### src/rtl/core/mexp_pkg.sv
package mexp_pkg;

    localparam int WIDTH = 32;
    localparam int CNT_W = (WIDTH > 1) ? $clog2(WIDTH) : 1;

    typedef logic [WIDTH-1:0] t_word;

    typedef enum logic [2:0] {
        S_IDLE,
        S_RED,
        S_TEST,
        S_MUL,
        S_SQR,
        S_OUT
    } t_state;

    // Request to the shared modular multiplier: result = x * y mod m.
    typedef struct packed {
        logic  start;
        t_word x;
        t_word y;
        t_word m;
    } t_mm_req;

    typedef struct packed {
        logic  busy;
        logic  done;
        t_word result;
    } t_mm_rsp;

    // (a + b) mod m for a, b < m and m nonzero.
    function automatic t_word add_mod(input t_word a, input t_word b, input t_word m);
        logic [WIDTH:0] s;
        begin
            s = {1'b0, a} + {1'b0, b};
            if (s >= {1'b0, m}) begin
                s = s - {1'b0, m};
            end
            return s[WIDTH-1:0];
        end
    endfunction

endpackage

### src/rtl/core/mexp_mulmod.sv
module mexp_mulmod
    import mexp_pkg::*;
(
    input  logic    i_clk,
    input  logic    i_rst_n,
    input  t_mm_req i_req,
    output t_mm_rsp o_rsp
);

    logic             r_busy, n_busy;
    logic             r_done, n_done;
    logic [CNT_W-1:0] r_cnt,  n_cnt;
    t_word            r_acc,  n_acc;
    t_word            r_x,    n_x;
    t_word            r_y,    n_y;
    t_word            r_m,    n_m;
    t_word            dbl;

    // One multiplier bit per cycle, most significant first: double, then add x.
    always_comb begin
        n_busy = r_busy;
        n_done = 1'b0;
        n_cnt  = r_cnt;
        n_acc  = r_acc;
        n_x    = r_x;
        n_y    = r_y;
        n_m    = r_m;
        dbl    = add_mod(r_acc, r_acc, r_m);
        if (i_req.start) begin
            n_busy = 1'b1;
            n_cnt  = CNT_W'(WIDTH - 1);
            n_acc  = '0;
            n_x    = i_req.x;
            n_y    = i_req.y;
            n_m    = i_req.m;
        end else if (r_busy) begin
            n_acc = r_y[WIDTH-1] ? add_mod(dbl, r_x, r_m) : dbl;
            n_y   = r_y << 1;
            if (r_cnt == '0) begin
                n_busy = 1'b0;
                n_done = 1'b1;
            end else begin
                n_cnt = r_cnt - 1'b1;
            end
        end
    end

    always_ff @(posedge i_clk) begin
        if (!i_rst_n) begin
            r_busy <= 1'b0;
            r_done <= 1'b0;
        end else begin
            r_busy <= n_busy;
            r_done <= n_done;
        end
        r_cnt <= n_cnt;
        r_acc <= n_acc;
        r_x   <= n_x;
        r_y   <= n_y;
        r_m   <= n_m;
    end

    assign o_rsp.busy   = r_busy;
    assign o_rsp.done   = r_done;
    assign o_rsp.result = r_acc;

endmodule

### src/rtl/core/modular_exponentiation_unit.sv
// Modular exponentiation: o_power_mod = i_base ** i_exponent mod i_modulus.
// Input channel i_valid/o_ready carries base, exponent and modulus in one
// beat; output channel o_valid/i_ready returns power_mod and bad_modulus.
// One item at a time: o_ready is high only while the block is idle.
// A zero modulus returns 0 with o_bad_modulus set; o_valid rises the cycle
// after the input beat. Otherwise the base is first reduced (one modular
// product), then the exponent is scanned from its low bit: each bit up to
// the highest set one passes through a test state, a square and, for a set
// bit, a multiply, each product on the single shift-add-reduce multiplier
// (one bit per cycle). A zero exponent returns 1.
// The multiplier sets the rate; the next item is taken only once the result
// beat has been delivered and the block is idle again.
// The result is held in registers with o_valid high until i_ready takes it;
// a stalled receiver simply keeps the block in its output state.
// Synchronous active-low reset returns the block to idle and drops any item
// in flight.
module modular_exponentiation_unit
    import mexp_pkg::*;
(
    input  logic  i_clk,
    input  logic  i_rst_n,
    input  logic  i_valid,
    output logic  o_ready,
    input  t_word i_base,
    input  t_word i_exponent,
    input  t_word i_modulus,
    output logic  o_valid,
    input  logic  i_ready,
    output t_word o_power_mod,
    output logic  o_bad_modulus
);

    t_state  r_state, n_state;
    t_word   r_b,     n_b;
    t_word   r_e,     n_e;
    t_word   r_m,     n_m;
    t_word   r_res,   n_res;
    t_word   r_power, n_power;
    logic    r_bad,   n_bad;
    t_mm_req mm_req;
    t_mm_rsp mm_rsp;

    mexp_mulmod u_mulmod (
        .i_clk   (i_clk),
        .i_rst_n (i_rst_n),
        .i_req   (mm_req),
        .o_rsp   (mm_rsp)
    );

    // Next state.
    always_comb begin
        n_state = r_state;
        unique case (r_state)
            S_IDLE: if (i_valid) begin
                n_state = (i_modulus == '0) ? S_OUT : S_RED;
            end
            S_RED: if (mm_rsp.done) begin
                n_state = S_TEST;
            end
            S_TEST: begin
                if (r_e == '0) begin
                    n_state = S_OUT;
                end else if (r_e[0]) begin
                    n_state = S_MUL;
                end else begin
                    n_state = S_SQR;
                end
            end
            S_MUL: if (mm_rsp.done) begin
                n_state = S_SQR;
            end
            S_SQR: if (mm_rsp.done) begin
                n_state = S_TEST;
            end
            S_OUT: if (i_ready) begin
                n_state = S_IDLE;
            end
            default: n_state = S_IDLE;
        endcase
    end

    // Outputs and multiplier requests.
    always_comb begin
        o_ready      = 1'b0;
        o_valid      = 1'b0;
        mm_req.start = 1'b0;
        mm_req.x     = r_b;
        mm_req.y     = r_b;
        mm_req.m     = r_m;
        unique case (r_state)
            S_IDLE: begin
                // Reduce the base: 1 * base mod m.
                o_ready      = 1'b1;
                mm_req.start = i_valid && (i_modulus != '0);
                mm_req.x     = WIDTH'(1);
                mm_req.y     = i_base;
                mm_req.m     = i_modulus;
            end
            S_TEST: begin
                mm_req.start = (r_e != '0);
                mm_req.x     = r_e[0] ? r_res : r_b;
            end
            S_MUL: begin
                mm_req.start = mm_rsp.done;
            end
            S_OUT: begin
                o_valid = 1'b1;
            end
            S_RED, S_SQR: begin
            end
            default: begin
            end
        endcase
    end

    // Datapath registers.
    always_comb begin
        n_b     = r_b;
        n_e     = r_e;
        n_m     = r_m;
        n_res   = r_res;
        n_power = r_power;
        n_bad   = r_bad;
        unique case (r_state)
            S_IDLE: if (i_valid) begin
                n_b     = i_base;
                n_e     = i_exponent;
                n_m     = i_modulus;
                n_res   = WIDTH'(1);
                n_power = '0;
                n_bad   = (i_modulus == '0);
            end
            S_RED: if (mm_rsp.done) begin
                n_b = mm_rsp.result;
            end
            S_TEST: if (r_e == '0) begin
                n_power = r_res;
            end
            S_MUL: if (mm_rsp.done) begin
                n_res = mm_rsp.result;
            end
            S_SQR: if (mm_rsp.done) begin
                n_b = mm_rsp.result;
                n_e = r_e >> 1;
            end
            S_OUT: begin
            end
            default: begin
            end
        endcase
    end

    always_ff @(posedge i_clk) begin
        if (!i_rst_n) begin
            r_state <= S_IDLE;
        end else begin
            r_state <= n_state;
        end
        r_b     <= n_b;
        r_e     <= n_e;
        r_m     <= n_m;
        r_res   <= n_res;
        r_power <= n_power;
        r_bad   <= n_bad;
    end

    assign o_power_mod   = r_power;
    assign o_bad_modulus = r_bad;

    a_one_side: assert property (@(posedge i_clk) disable iff (!i_rst_n)
        !(o_ready && o_valid))
        else $error("input and output handshakes open together");

    a_bad_zero: assert property (@(posedge i_clk) disable iff (!i_rst_n)
        o_valid && o_bad_modulus |-> o_power_mod == '0)
        else $error("bad modulus with nonzero result");

    a_no_restart: assert property (@(posedge i_clk) disable iff (!i_rst_n)
        mm_req.start |-> !mm_rsp.busy)
        else $error("multiplier started while busy");

    a_done_waited: assert property (@(posedge i_clk) disable iff (!i_rst_n)
        mm_rsp.done |-> (r_state == S_RED || r_state == S_MUL || r_state == S_SQR))
        else $error("product finished with no state waiting for it");

endmodule

### config.mk
export PLATFORM = sky130hd
export DESIGN_NAME = modular_exponentiation_unit
export DESIGN_NICKNAME = d
export VERILOG_FILES = /design/src/rtl/core/mexp_pkg.sv /design/src/rtl/core/mexp_mulmod.sv /design/src/rtl/core/modular_exponentiation_unit.sv
export SDC_FILE = /design/constraint.sdc
export NUM_CORES = 1
export LEC_CHECK = 0
export BUFFER_PORTS_ARGS = -buffer_cell sky130_fd_sc_hd__buf_2
export CORE_MARGIN = 2
export CORE_UTILIZATION = 40
export CTS_CLUSTER_SIZE = 16
export DETAILED_ROUTE_END_ITERATION = 6
export GPL_TIMING_DRIVEN = 1
export HOLD_SLACK_MARGIN = 0.05
export SYNTH_ARGS = -nofsm -noshare
export SYNTH_HDL_FRONTEND = slang
export SYNTH_SLANG_ARGS = --single-unit
### constraint.sdc
create_clock -name i_clk -period 9.51 [get_ports i_clk]
set_input_delay 1.4265 -clock i_clk [delete_from_list [all_inputs] [get_ports i_clk]]
set_output_delay 1.4265 -clock i_clk [all_outputs]
set_load 0.01 [all_outputs]
After elaboration in Yosys (flattened, before gate mapping) --
Index checks and enable logic that the tools add are counted.
Cells by class: add/sub/neg operators 5, order comparisons 2, equal/unequal tests 11, muxes and demuxes 34, bitwise logic cells 3, reduce and logical (&&, ||, !) cells 21
Operators with widths (count):
- 32-bit 2-to-1 mux | 13
- 32-bit one-hot mux with 2 select lines | 5
- 32-bit by 32-bit adder with 33-bit output | 2
- 33-bit by 32-bit >= comparator with 1-bit output | 2
- 32-bit zero test | 2
- 64-bit 2-to-1 mux | 1
- 32-bit nonzero test | 2
- 32-bit subtractor | 2
- 3-bit 2-to-1 mux | 7
- 3-bit one-hot mux with 5 select lines | 1
- 3-bit AND reduction | 4
- 2-bit nonzero test | 5
- 3-bit by 2-bit equality test with 1-bit output, second input constant | 2
- 3-bit equality test, second input constant | 2
- 1-bit 2-to-1 mux | 6
- 2-bit by 1-bit inequality test with 1-bit output, second input constant | 3
- 2-bit inequality test, second input constant | 3
- 5-bit zero test | 1
- 5-bit by 1-bit subtractor with 5-bit output, second input constant | 1
- 2-bit AND reduction | 2
- 4-bit AND reduction | 1
- 3-bit by 1-bit equality test with 1-bit output, second input constant | 1
- 3-bit zero test | 1
- 1-bit inverter | 3
- other kinds (4) | 4
Storage, ports and cells: flip-flop bits (word level) 299, bits of input ports 100, output and inout port bits 35, logic and storage cells 90

Logic depth before layout (Yosys ltp) --
Gate-level depths: netlist (run 1).
depth after elaboration 7, depth in mapped cells 37, gate-level depth less buffers 30

By module --
From an unflattened synthesis (run 1), not the netlist that was laid out.
Unflattened totals: cell total of the unflattened synthesis 1766, area total of the unflattened synthesis 18287.5 um2
By module, submodules not included:
- mexp_mulmod | instances 1, cells an instance 1143, area an instance 10543.9 um2, sequential area each 3663.5 um2
- modular_exponentiation_unit | instances 1, cells an instance 623, area an instance 7743.7 um2, sequential area each 4894.7 um2

Worst setup path after synthesis (run 1) --
Ideal clock, no wire load.
kind register to register, start point register u_mulmod.r_m[16], end point register u_mulmod.r_acc[26], setup time 117 ps, arrival 6623 ps, required time 9393 ps, slack 2770 ps, cell stages (with the launch flop) 35, path buffers 5, period minus slack after synthesis 6740 ps, cells stage by stage edfxtp_1 -> inv_1 -> ha_1 -> a21o_1 -> a2111oi_0 -> o211ai_1 -> nor2_1 -> o21ba_1 -> o31a_1 -> buf_2 -> buf_2 -> buf_1 -> nand2_1 -> o31ai_1 -> ha_1 -> and2_1 -> and3_1 -> a221oi_1 -> nor2_1 -> a31oi_1 -> o21bai_1 -> xor2_1 -> ha_1 -> clkbuf_1 -> nand2_1 -> nor2_1 -> nand3_1 -> or4_1 -> a21oi_1 -> a211o_1 -> a211o_1 -> buf_2 -> mux2i_1 -> nand2_1 -> a22o_1
On the way: cells in the longest elaborated chain, start to end 6, elaborated cells between the ends (all ways) 8, those cells by class add/sub: 3; order compare: 2; mux: 3
RTL lines:
- start, declared | RTL line mexp_mulmod.sv:16 | t_word r_m, n_m;
- start signal, assigned | RTL line mexp_mulmod.sv:60 | r_m <= n_m;
- 32-bit subtractor or 33-bit by 32-bit >= comparator with 1-bit output (tied branches) | RTL line mexp_pkg.sv:37, mexp_pkg.sv:36
- 32-bit 2-to-1 mux | RTL line mexp_pkg.sv:36 | if (s >= {1'b0, m}) begin
- 32-bit by 32-bit adder with 33-bit output | RTL line mexp_pkg.sv:35 | s = {1'b0, a} + {1'b0, b};
- 32-bit subtractor or 33-bit by 32-bit >= comparator with 1-bit output (tied branches) | RTL line mexp_pkg.sv:37, mexp_pkg.sv:36
- 32-bit 2-to-1 mux | RTL line mexp_pkg.sv:36
- 32-bit 2-to-1 mux (*) | RTL line mexp_mulmod.sv:37 | n_acc = r_y[WIDTH-1] ? add_mod(dbl, r_x, r_m) : dbl;
- end signal, assigned | RTL line mexp_mulmod.sv:57 | r_acc <= n_acc;
- end, declared | RTL line mexp_mulmod.sv:13 | t_word r_acc, n_acc;
Mark *: on every way between the ends. The rest lies on a longest branch, timed or not. A chain may end at the register's enable or synchronous reset.

Final worst setup path (run 1) --
start point register u_mulmod.r_acc[15], end point register u_mulmod.r_acc[6]
On the way: cells in the longest elaborated chain, start to end 7, elaborated cells between the ends (all ways) 9, those cells by class add/sub: 4; order compare: 2; mux: 3
RTL lines (RTL line):
- 32-bit by 32-bit adder with 33-bit output (*) | mexp_pkg.sv:35
- 33-bit by 32-bit >= comparator with 1-bit output or 32-bit subtractor (tied branches) | mexp_pkg.sv:36, mexp_pkg.sv:37
- 32-bit 2-to-1 mux (*) | mexp_pkg.sv:36
- 32-bit by 32-bit adder with 33-bit output | mexp_pkg.sv:35
- 32-bit subtractor or 33-bit by 32-bit >= comparator with 1-bit output (tied branches) | mexp_pkg.sv:37, mexp_pkg.sv:36
- 32-bit 2-to-1 mux | mexp_pkg.sv:36
- 32-bit 2-to-1 mux (*) | mexp_mulmod.sv:37
Marks and branches as above.

==> results of run 1 <==
-- per-stage QoR --
stage	cells	utilization	setup slack (ps)	hold WS (ps)	instance area, um2
finish	2446	0.459	1060	487	20400
global route	2446	0.459	401	501	20400
CTS	2446	0.459	1170	486	20400
detailed placement	2387	0.437	1220	478	19400
global placement	2387	0.437	1450	466	19400
floorplan	1717	-	2770	453	18100
-- metal layers --
metal | global-route usage | part of all wire | up-vias
li1 | - | - | 6663
met3 | 0.0316 | 0.043 | 99
met5 | 0 | 0 | -
met2 | 0.389 | 0.49 | 369
met4 | 0.0840 | 0.035 | 0
met1 | 0.294 | 0.43 | 6910
-- registers in the layout, indices dropped and copies added, names as in the netlist, 32 cells and up --
| signal | flops |
|---|---|
| r_e | 32 |
| u_mulmod.r_m | 32 |
| r_m | 32 |
| r_b | 32 |
| u_mulmod.r_y | 32 |
| r_res | 32 |
| o_power_mod | 32 |
| u_mulmod.r_acc | 32 |
| u_mulmod.r_x | 32 |
-- final cells by class --
type	count	area, um2
tap	592	741
timing repair buffer	152	818
sequential	299	8560
multi-input combinational	1283	9040
inverter	61	229
fill	4150	24000
clock buffer	47	921
clock inverter	12	78.8
-- layout by cell type (no fill, tap or decap), types with 27 or more instances in the layout --
master / count
and3_1: 55
mux2i_1: 53
buf_2: 134
edfxtp_1: 257
nand2_1: 133
o21ai_0: 85
mux2_2: 102
a21oi_1: 134
nor2_1: 121
clkbuf_16: 35
o21ai_1: 34
xnor2_1: 56
and2_1: 43
dfxtp_1: 41
xor2_1: 27
inv_1: 58
a21o_1: 61
ha_1: 97
-- cells in the mapped netlist, drive strengths merged, types with 5 or more instances --
cell type  instances
edfxtp           257
a21oi            135
nand2            134
nor2             125
o21ai            120
mux2             109
ha                97
a21o              61
clkbuf            60
inv               60
and3              56
xnor2             56
mux2i             53
and2              43
dfxtp             42
xor2              27
nor4              20
nand3             19
a211oi            18
a31oi             16
nor2b             15
buf               14
nand4             14
nor3              14
o21bai            13
o211ai            11
o21a              10
or3               10
o22ai              8
a211o              7
a31o               7
nand2b             7
a221o              6
a22o               6
a22oi              6
a221oi             5
-- power by group --
| part | switching [W] | internal [W] | leakage [nW] |
|---|---|---|---|
| Sequential | 0.000149 | 0.00161 | 2.86 |
| Combinational | 0.00290 | 0.00186 | 5.23 |
| Clock | 0.000541 | 0.000680 | 0.483 |
| Total | 0.00359 | 0.00415 | 8.57 |
-- worst max-delay path, delay by kind of cell (launching register included) --
kind / cells / cell delay (ps)
muxes: 2 / 610
AOI/OAI and AO/OA: 13 / 3410
adders and majority gates: 3 / 1150
and+or+nand+nor: 8 / 1790
DFF: 1 / 470
buffers and inverters: 2 / 670
xor gates and xnor gates: 1 / 200
-- cells by family after synthesis --
kind of cell,share of synthesized area
flops,0.473
mux,0.0972
xor+xnor,0.0402
buf+inv,0.0294
fa+ha+maj,0.0705
simple gates,0.127
compound gates,0.162
-- worst paths after layout --
check	startpoint	to	slack, ps
hold reg to reg	u_mulmod.r_cnt[4]$_SDFFE_PP1P_	u_mulmod.r_cnt[4]$_SDFFE_PP1P_	490
setup / recovery	u_mulmod.r_acc[15]$_SDFFE_PP0P_	u_mulmod.r_acc[6]$_SDFFE_PP0P_	1060
hold / removal	u_mulmod.r_cnt[4]$_SDFFE_PP1P_	u_mulmod.r_cnt[4]$_SDFFE_PP1P_	490
setup reg to reg	u_mulmod.r_acc[15]$_SDFFE_PP0P_	u_mulmod.r_acc[6]$_SDFFE_PP0P_	1060
==> key figures, run 1 <==
Global routing
  – First-pass GRT wire length: 82,000 um
  – GRT Util Overall: 0.228
  – Gr ovfl total: 0
  – Largest net degree at the start of global routing: 77
  – Number of global-route vias before repair: 13,800
  – Initial antenna violation count: 0

Synth
  – Async set-or-reset flop fraction in the synthesized netlist: 0
  – Post-Syn Nets: 1,917
  – Number of flops mapped to enable cells by yosys: 257
  – Synthesized flop and latch total: 299
  – Cells after Synth: 1,717
  – YS warnings: 0
  – Distinct cell type count after synthesis: 74
  – Seq/Total Area, Yosys: 0.473
  – Dominant cells by area after synthesis: edfxtp_1, ha_1, mux2_2
  – Post-synth top flop: edfxtp_1
  – Top cell type's share of synthesized area: 0.427
  – Synthesized area: 18,100 um2
  – Synth area leader: edfxtp_1
  – Syn_area_per_cell: 10.5 um2

Drt
  – Drt drc: 0
  – Via count: 14,000
  – Initial drt markers: 1,011
  – DR pass1 iterations: 5
  – Routed len/inst: 22.1 um
  – Post-Route WL: 54,100 um
  – Routed vias/inst: 5.74
  – ANT nets after route: 0

Clocking
  – CTS root buffer: clkbuf_16
  – Register clock-pin slew on the reported worst setup and hold paths: 60 ps
  – CTS buffer count: 35
  – Number of gates resized after CTS: 0
  – Max clock buf depth: 3
  – TritonCTS clock tree: built
  – Sink Count: 299
  – Skew-Pair Late Insertion Delay: 550 ps
  – Setup Buffers After CTS: 0
  – Hold bufs inserted after CTS: 0
  – H-tree levels: 2

Floorplan
  – Core area: 44,400 um2
  – Initial Utilization: 0.407
  – Die area: 46,900 um2
  – Die Y: 217 um
  – Die W: 217 um
  – IO Count: 135
  – FP Rows: 77

Pwr
  – Power Density: 379 nW/um2
  – Leakage power: 8.57 nW
  – Total power draw: 0.00774 W
  – Peak VDD IR: 264 uV

Worst setup path
  – Slowest library cell on the worst path: or4_1
  – R2r worst-path depth: 29
  – Crit Path Category: register to register
  – Worst Setup Start Kind: register
  – CP required: 9940 ps
  – Critical Path End Type: register
  – Largest fanout on the critical path: 33
  – Crit-path max cell delay: 570 ps
  – Worst Path Arrival: 8880 ps

Layout
  – N_diodes: 0
  – Layout area overhead: 12.8%
  – Layout cells sized above 1: 0.174
  – Layout Nets: 2,032

STA
  – Slew Limit Fails: 0
  – Fmax: 118 MHz
  – RSZ-0062 raised after global routing: no
  – Setup TNS Final: 0 ps
  – Final Hold Violating Endpoints: 0
  – Period Utilization, post-route: 0.889
  – Max_slew headroom: 0.228
  – Worst-margin pin slew: 1150 ps
  – Clock Skew: 17.5 ps
  – Final min period: 8450 ps
  – Final setup violating endpoints: 0

Run
  – Max-cap violations: 0

Place
  – GPL Wtd Cong: 0.932
  – Post-DP HPWL: 39,400 um
  – I/O Buffers: 134

Status
  – Status: finished, final reports clean

Hold path
  – Worst hold path class: register to register
  – Hold path cells: 2
(Power assumes the default switching activity.)
==> inputs of run 2 (changes only) <==
--- a/config.mk
+++ b/config.mk
@@ -7,11 +7,12 @@
 export LEC_CHECK = 0
 export BUFFER_PORTS_ARGS = -buffer_cell sky130_fd_sc_hd__buf_2
 export CORE_MARGIN = 2
-export CORE_UTILIZATION = 40
+export CORE_UTILIZATION = 30
 export CTS_CLUSTER_SIZE = 16
 export DETAILED_ROUTE_END_ITERATION = 6
 export GPL_TIMING_DRIVEN = 1
 export HOLD_SLACK_MARGIN = 0.05
 export SYNTH_ARGS = -nofsm -noshare
 export SYNTH_HDL_FRONTEND = slang
+export SYNTH_HIERARCHICAL = 1
 export SYNTH_SLANG_ARGS = --single-unit
==> run 2 against run 1 <==
Area after synthesis is 1.1% higher. Routed wire length increased by 0.22%. Non-clock buffer count is 5 higher. Via count barely moved.
==> key figures, run 2 <==
Status
  – Status: finished, final reports clean

Floorplan
  – IO Count: 135
  – Initial Utilization: 0.303
  – Core area: 60,200 um2
  – Die Y: 251 um
  – Die W: 251 um
  – Die area: 62,900 um2
  – FP Rows: 90

STA
  – Setup TNS Final: 0 ps
  – Max_slew headroom: 0.311
  – Period Utilization, post-route: 0.916
  – RSZ-0062 raised after global routing: no
  – Final min period: 8710 ps
  – Fmax: 115 MHz
  – Worst-margin pin slew: 1030 ps
  – Final Hold Violating Endpoints: 0
  – Final setup violating endpoints: 0
  – Clock Skew: 15.6 ps
  – Slew Limit Fails: 0

Layout
  – N_diodes: 0
  – Layout area overhead: 14.1%
  – Leading cell type in the layout, fill and taps excluded: nand2_1
  – Commonest cells after routing, fill and taps aside: nand2_1, edfxtp_1, buf_2
  – Fillers: 6,010
  – Layout Nets: 2,080
  – Layout cells sized above 1: 0.173

Clocking
  – Register clock-pin slew on the reported worst setup and hold paths: 50 ps
  – H-tree levels: 2
  – Hold bufs inserted after CTS: 0
  – Sink Count: 299
  – CTS root buffer: clkbuf_16
  – TritonCTS clock tree: built
  – CTS buffer count: 37
  – Max clock buf depth: 3
  – Skew-Pair Late Insertion Delay: 550 ps
  – Setup Buffers After CTS: 0
  – Number of gates resized after CTS: 0

Place
  – I/O Buffers: 134
  – GPL Wtd Cong: 0.901
  – Post-DP HPWL: 40,400 um

Drt
  – Via count: 14,000
  – DR pass1 iterations: 7
  – Drt drc: 0
  – Post-Route WL: 54,300 um
  – ANT nets after route: 0
  – Initial drt markers: 989
  – Routed vias/inst: 5.22
  – Routed len/inst: 20.2 um

Global routing
  – Gr ovfl total: 0
  – GRT Util Overall: 0.169
  – Initial antenna violation count: 1
  – First-pass GRT wire length: 82,500 um
  – Number of global-route vias before repair: 14,200
  – Largest net degree at the start of global routing: 68

Run
  – Max-cap violations: 0

Worst setup path
  – Delay-heaviest family, CP: compound AO/OA/AOI/OAI gates
  – Largest fanout on the critical path: 32
  – CP required: 9940 ps
  – Worst path bufs/invs: 1
  – Crit Path Category: register to register
  – Worst Path Arrival: 9130 ps
  – Crit-path max cell delay: 750 ps
  – Worst Setup Start Kind: register
  – Critical Path End Type: register
  – Slowest library cell on the worst path: a41oi_4

Synth
  – YS warnings: 6
  – Cells after Synth: 1,765
  – Synthesized area: 18,300 um2
  – Syn_area_per_cell: 10.4 um2
  – Post-Syn Nets: 1,965

Hold path
  – Worst hold path class: register to register
run 2: changes by cell type in the layout (fill, tap and decap cells not counted), sizes merged, moves of 6 or more:
cell and delta:
nand2 +176, a21oi -51, nor2 -50, mux2i -46, a22o +27, o21ai -21, and3 -8, xor2 +8
mux2 -7, a211oi +6, a31o -6
run 2: final timing paths:
check,startpoint,end,slack (ps),cells after the start
worst max register to register,u_mulmod/r_acc[25]$_SDFFE_PP0P_,u_mulmod/r_acc[11]$_SDFFE_PP0P_,800,29
worst min-delay path,u_mulmod/r_cnt[4]$_SDFFE_PP1P_,u_mulmod/r_cnt[4]$_SDFFE_PP1P_,480,2
worst min register to register,u_mulmod/r_cnt[4]$_SDFFE_PP1P_,u_mulmod/r_cnt[4]$_SDFFE_PP1P_,480,2
worst max-delay path,u_mulmod/r_acc[25]$_SDFFE_PP0P_,u_mulmod/r_acc[11]$_SDFFE_PP0P_,800,29
run 2: routing by layer:
layer,global-route usage,up-vias,routed length [um]
met3,0.0224,83,2280
met2,0.314,372,28200
met4,0.0537,2,1450
met5,0,-,16
li1,-,6763,-
met1,0.202,6819,22300
run 2: layout make-up:
| cell class | instances | area (um2) | area share |
|---|---|---|---|
| clock buffer | 50 | 1020 | 0.0487 |
| timing repair buffer | 157 | 843 | 0.0404 |
| inverter | 66 | 249 | 0.0119 |
| tap | 782 | 978 | 0.0469 |
| multi-input combinational | 1319 | 9050 | 0.434 |
| sequential | 299 | 8560 | 0.410 |
| clock inverter | 16 | 165 | 0.00792 |
run 2: stage by stage:
step                      instance area [um2]  setup slack [ps]   util  instances  hold slack (ps)
after floorplan                         18300              2660      -       1765              436
after global placement                  19700              1200  0.327       2623              448
after detailed placement                19700              1020  0.327       2623              472
after CTS                               20900              1010  0.346       2689              481
after global routing                    20900               178  0.346       2689              522
final                                   20900               803  0.346       2689              481
run 2: worst reg2reg max path, delay by kind of cell, from the launching register on:
family,cells,cell delay [ps]
AND/OR/NAND/NOR,11,2140
XOR/XNOR,1,230
AO/OA/AOI/OAI,13,4440
adder cells (fa/ha/maj),3,970
buffers and inverters,1,330
flip-flops,1,460
Power of run 2 is not shown: default switching activity piles up to over one toggle a cycle in this logic, so the estimate is an artifact.
==> inputs of run 3 (changes only) <==
--- a/config.mk
+++ b/config.mk
@@ -5,6 +5,7 @@
 export SDC_FILE = /design/constraint.sdc
 export NUM_CORES = 1
 export LEC_CHECK = 0
+export ABC_AREA = 1
 export BUFFER_PORTS_ARGS = -buffer_cell sky130_fd_sc_hd__buf_2
 export CORE_MARGIN = 2
 export CORE_UTILIZATION = 30
==> run 3 against run 2 <==
Register-to-register slack improved by 1500 ps. Via count increased by 45%. Global-route usage increased by 3.0 points. Critical path depth increased by 10. Area after synthesis increased by 19%. Utilization decreased by 0.48 points. Clock skew increased by 6.7 ps. Die area increased by 19%. Design area increased by 17%. Hold slack got worse by 8.8 ps. Count of clock-buffer cells in the layout decreased by 9. Non-clock buffer count decreased by 3.
==> key figures, run 3 <==
Worst setup path
  – Most common cell on crit path: nand2_1
  – Worst Setup SP: u_mulmod/r_acc[6]$_SDFFE_PP0P_
  – Slowest library cell on the worst path: nand2_4
  – R2r worst-path depth: 39
  – Reg-to-reg setup timing slack: 2310 ps
  – Delay-heaviest family, CP: simple AND/OR/NAND/NOR gates
  – Crit Path Category: register to register
  – R2r startpoint: u_mulmod/r_acc[6]$_SDFFE_PP0P_
  – Worst Path Arrival: 7680 ps
  – Worst path bufs/invs: 5
  – Critical Path End: u_mulmod/r_acc[6]$_SDFFE_PP0P_
  – Largest fanout on the critical path: 33
  – Crit-path max cell delay: 530 ps
  – Critical Path End Type: register
  – Critical path depth: 39
  – CP required: 9990 ps
  – Worst Setup Start Kind: register
  – RR Endpoint: u_mulmod/r_acc[6]$_SDFFE_PP0P_

Layout
  – Fillers: 7,807
  – Leading cell type in the layout, fill and taps excluded: nand2_1
  – Layout area overhead: 12.5%
  – Utilization after layout: 0.341
  – FF/Latch Area: 8560 um2
  – Layout cells sized above 1: 0.0908
  – Multi-input gate area: 10,900 um2
  – N_diodes: 0
  – Final Non-Filler Cells: 4,244
  – Commonest cells after routing, fill and taps aside: nand2_1, inv_1, nor2_1
  – Layout Nets: 3,470

Place
  – GPL Wtd Cong: 0.991
  – I/O Buffers: 134
  – DP Cell Count: 4,184
  – Post-DP HPWL: 59,400 um

Synth
  – Syn_area_per_cell: 6.87 um2
  – Cells after Synth: 3,163
  – Post-Syn Nets: 3,363
  – Synthesized area: 21,700 um2
  – YS warnings: 6

Clocking
  – Skew-Pair Late Insertion Delay: 560 ps
  – CTS root buffer: clkbuf_16
  – Setup Buffers After CTS: 0
  – Number of gates resized after CTS: 0
  – Max clock buf depth: 3
  – CTS buffer count: 34
  – TritonCTS clock tree: built
  – Register clock-pin slew on the reported worst setup and hold paths: 60 ps
  – H-tree levels: 2
  – Sink Count: 299
  – Hold bufs inserted after CTS: 0

Run
  – Max-cap violations: 0

Hold path
  – Hold Crit Start: u_mulmod/r_cnt[0]$_SDFFE_PP1P_
  – Worst hold path class: register to register

Status
  – Status: finished, final reports clean

Floorplan
  – Die W: 273 um
  – Die Y: 273 um
  – IO Count: 135
  – FP Rows: 98
  – Core area: 71,600 um2
  – Initial Utilization: 0.304
  – Die area: 74,600 um2

STA
  – Slew Limit Fails: 0
  – Final Hold Violating Endpoints: 0
  – Worst-margin pin slew: 1100 ps
  – Setup TNS Final: 0 ps
  – Fmax: 139 MHz
  – Clock Skew: 22.3 ps
  – Final min period: 7200 ps
  – Final setup violating endpoints: 0
  – Period Utilization, post-route: 0.757
  – Max_slew headroom: 0.269
  – RSZ-0062 raised after global routing: no
  – Worst hold margin: 473 ps

Drt
  – Initial drt markers: 1,823
  – Drt drc: 0
  – DR pass1 iterations: 6
  – ANT nets after route: 0
  – Post-Route WL: 75,500 um
  – Routed vias/inst: 4.79
  – Routed len/inst: 17.8 um
  – Via count: 20,300

Global routing
  – Initial antenna violation count: 4
  – First-pass GRT wire length: 114,000 um
  – GRT Util Overall: 0.200
  – Number of global-route vias before repair: 19,200
  – Largest net degree at the start of global routing: 67
  – Gr ovfl total: 0
==> run 3: stage by stage <==
| step | instance area (um2) | worst slack (ps) |
|---|---|---|
| finish | 24400 | 2310 |
| global route | 24400 | 1700 |
| CTS | 24400 | 2470 |
| detailed placement | 23400 | 2500 |
| global placement | 23400 | 2440 |
| floorplan | 21700 | 1140 |
==> run 3: worst register-to-register path, delay by kind of cell, from the launching register on <==
family | cells | cell delay (ps)
and+or+nand+nor | 31 | 5270
adders and majority gates | 3 | 1110
DFF | 1 | 380
buffers and inverters | 5 | 370
==> run 3: routing by layer <==
layer | wire (um) | vias up | part of all wire | track usage
met3 | 5000 | 156 | 0.066 | 0.0318
met4 | 3450 | 4 | 0.046 | 0.0818
met2 | 35400 | 772 | 0.47 | 0.339
met1 | 31600 | 9294 | 0.42 | 0.252
li1 | - | 10100 | - | -
met5 | 23 | - | 0.00030 | 0
==> run 3: worst min-delay path by stage <==
stage                                           endpoint  slack [ps]  depth (start not counted)
after global placement    u_mulmod/r_cnt[0]$_SDFFE_PP1P_         460                          2
after global routing          u_mulmod/r_done$_SDFF_PP0_         490                          2
after detailed placement  u_mulmod/r_cnt[0]$_SDFFE_PP1P_         460                          2
after CTS                 u_mulmod/r_cnt[0]$_SDFFE_PP1P_         480                          2
final                     u_mulmod/r_cnt[0]$_SDFFE_PP1P_         470                          2
after floorplan           u_mulmod/r_cnt[0]$_SDFFE_PP1P_         440                          2
==> run 3: cell type report <==
| cell class | instances | area share |
|---|---|---|
| timing repair buffer | 154 | 0.0336 |
| clock inverter | 19 | 0.00742 |
| inverter | 509 | 0.0782 |
| tap | 950 | 0.0486 |
| multi-input combinational | 2272 | 0.445 |
| sequential | 299 | 0.350 |
| clock buffer | 41 | 0.0367 |
Power of run 3 is left out for the same reason.
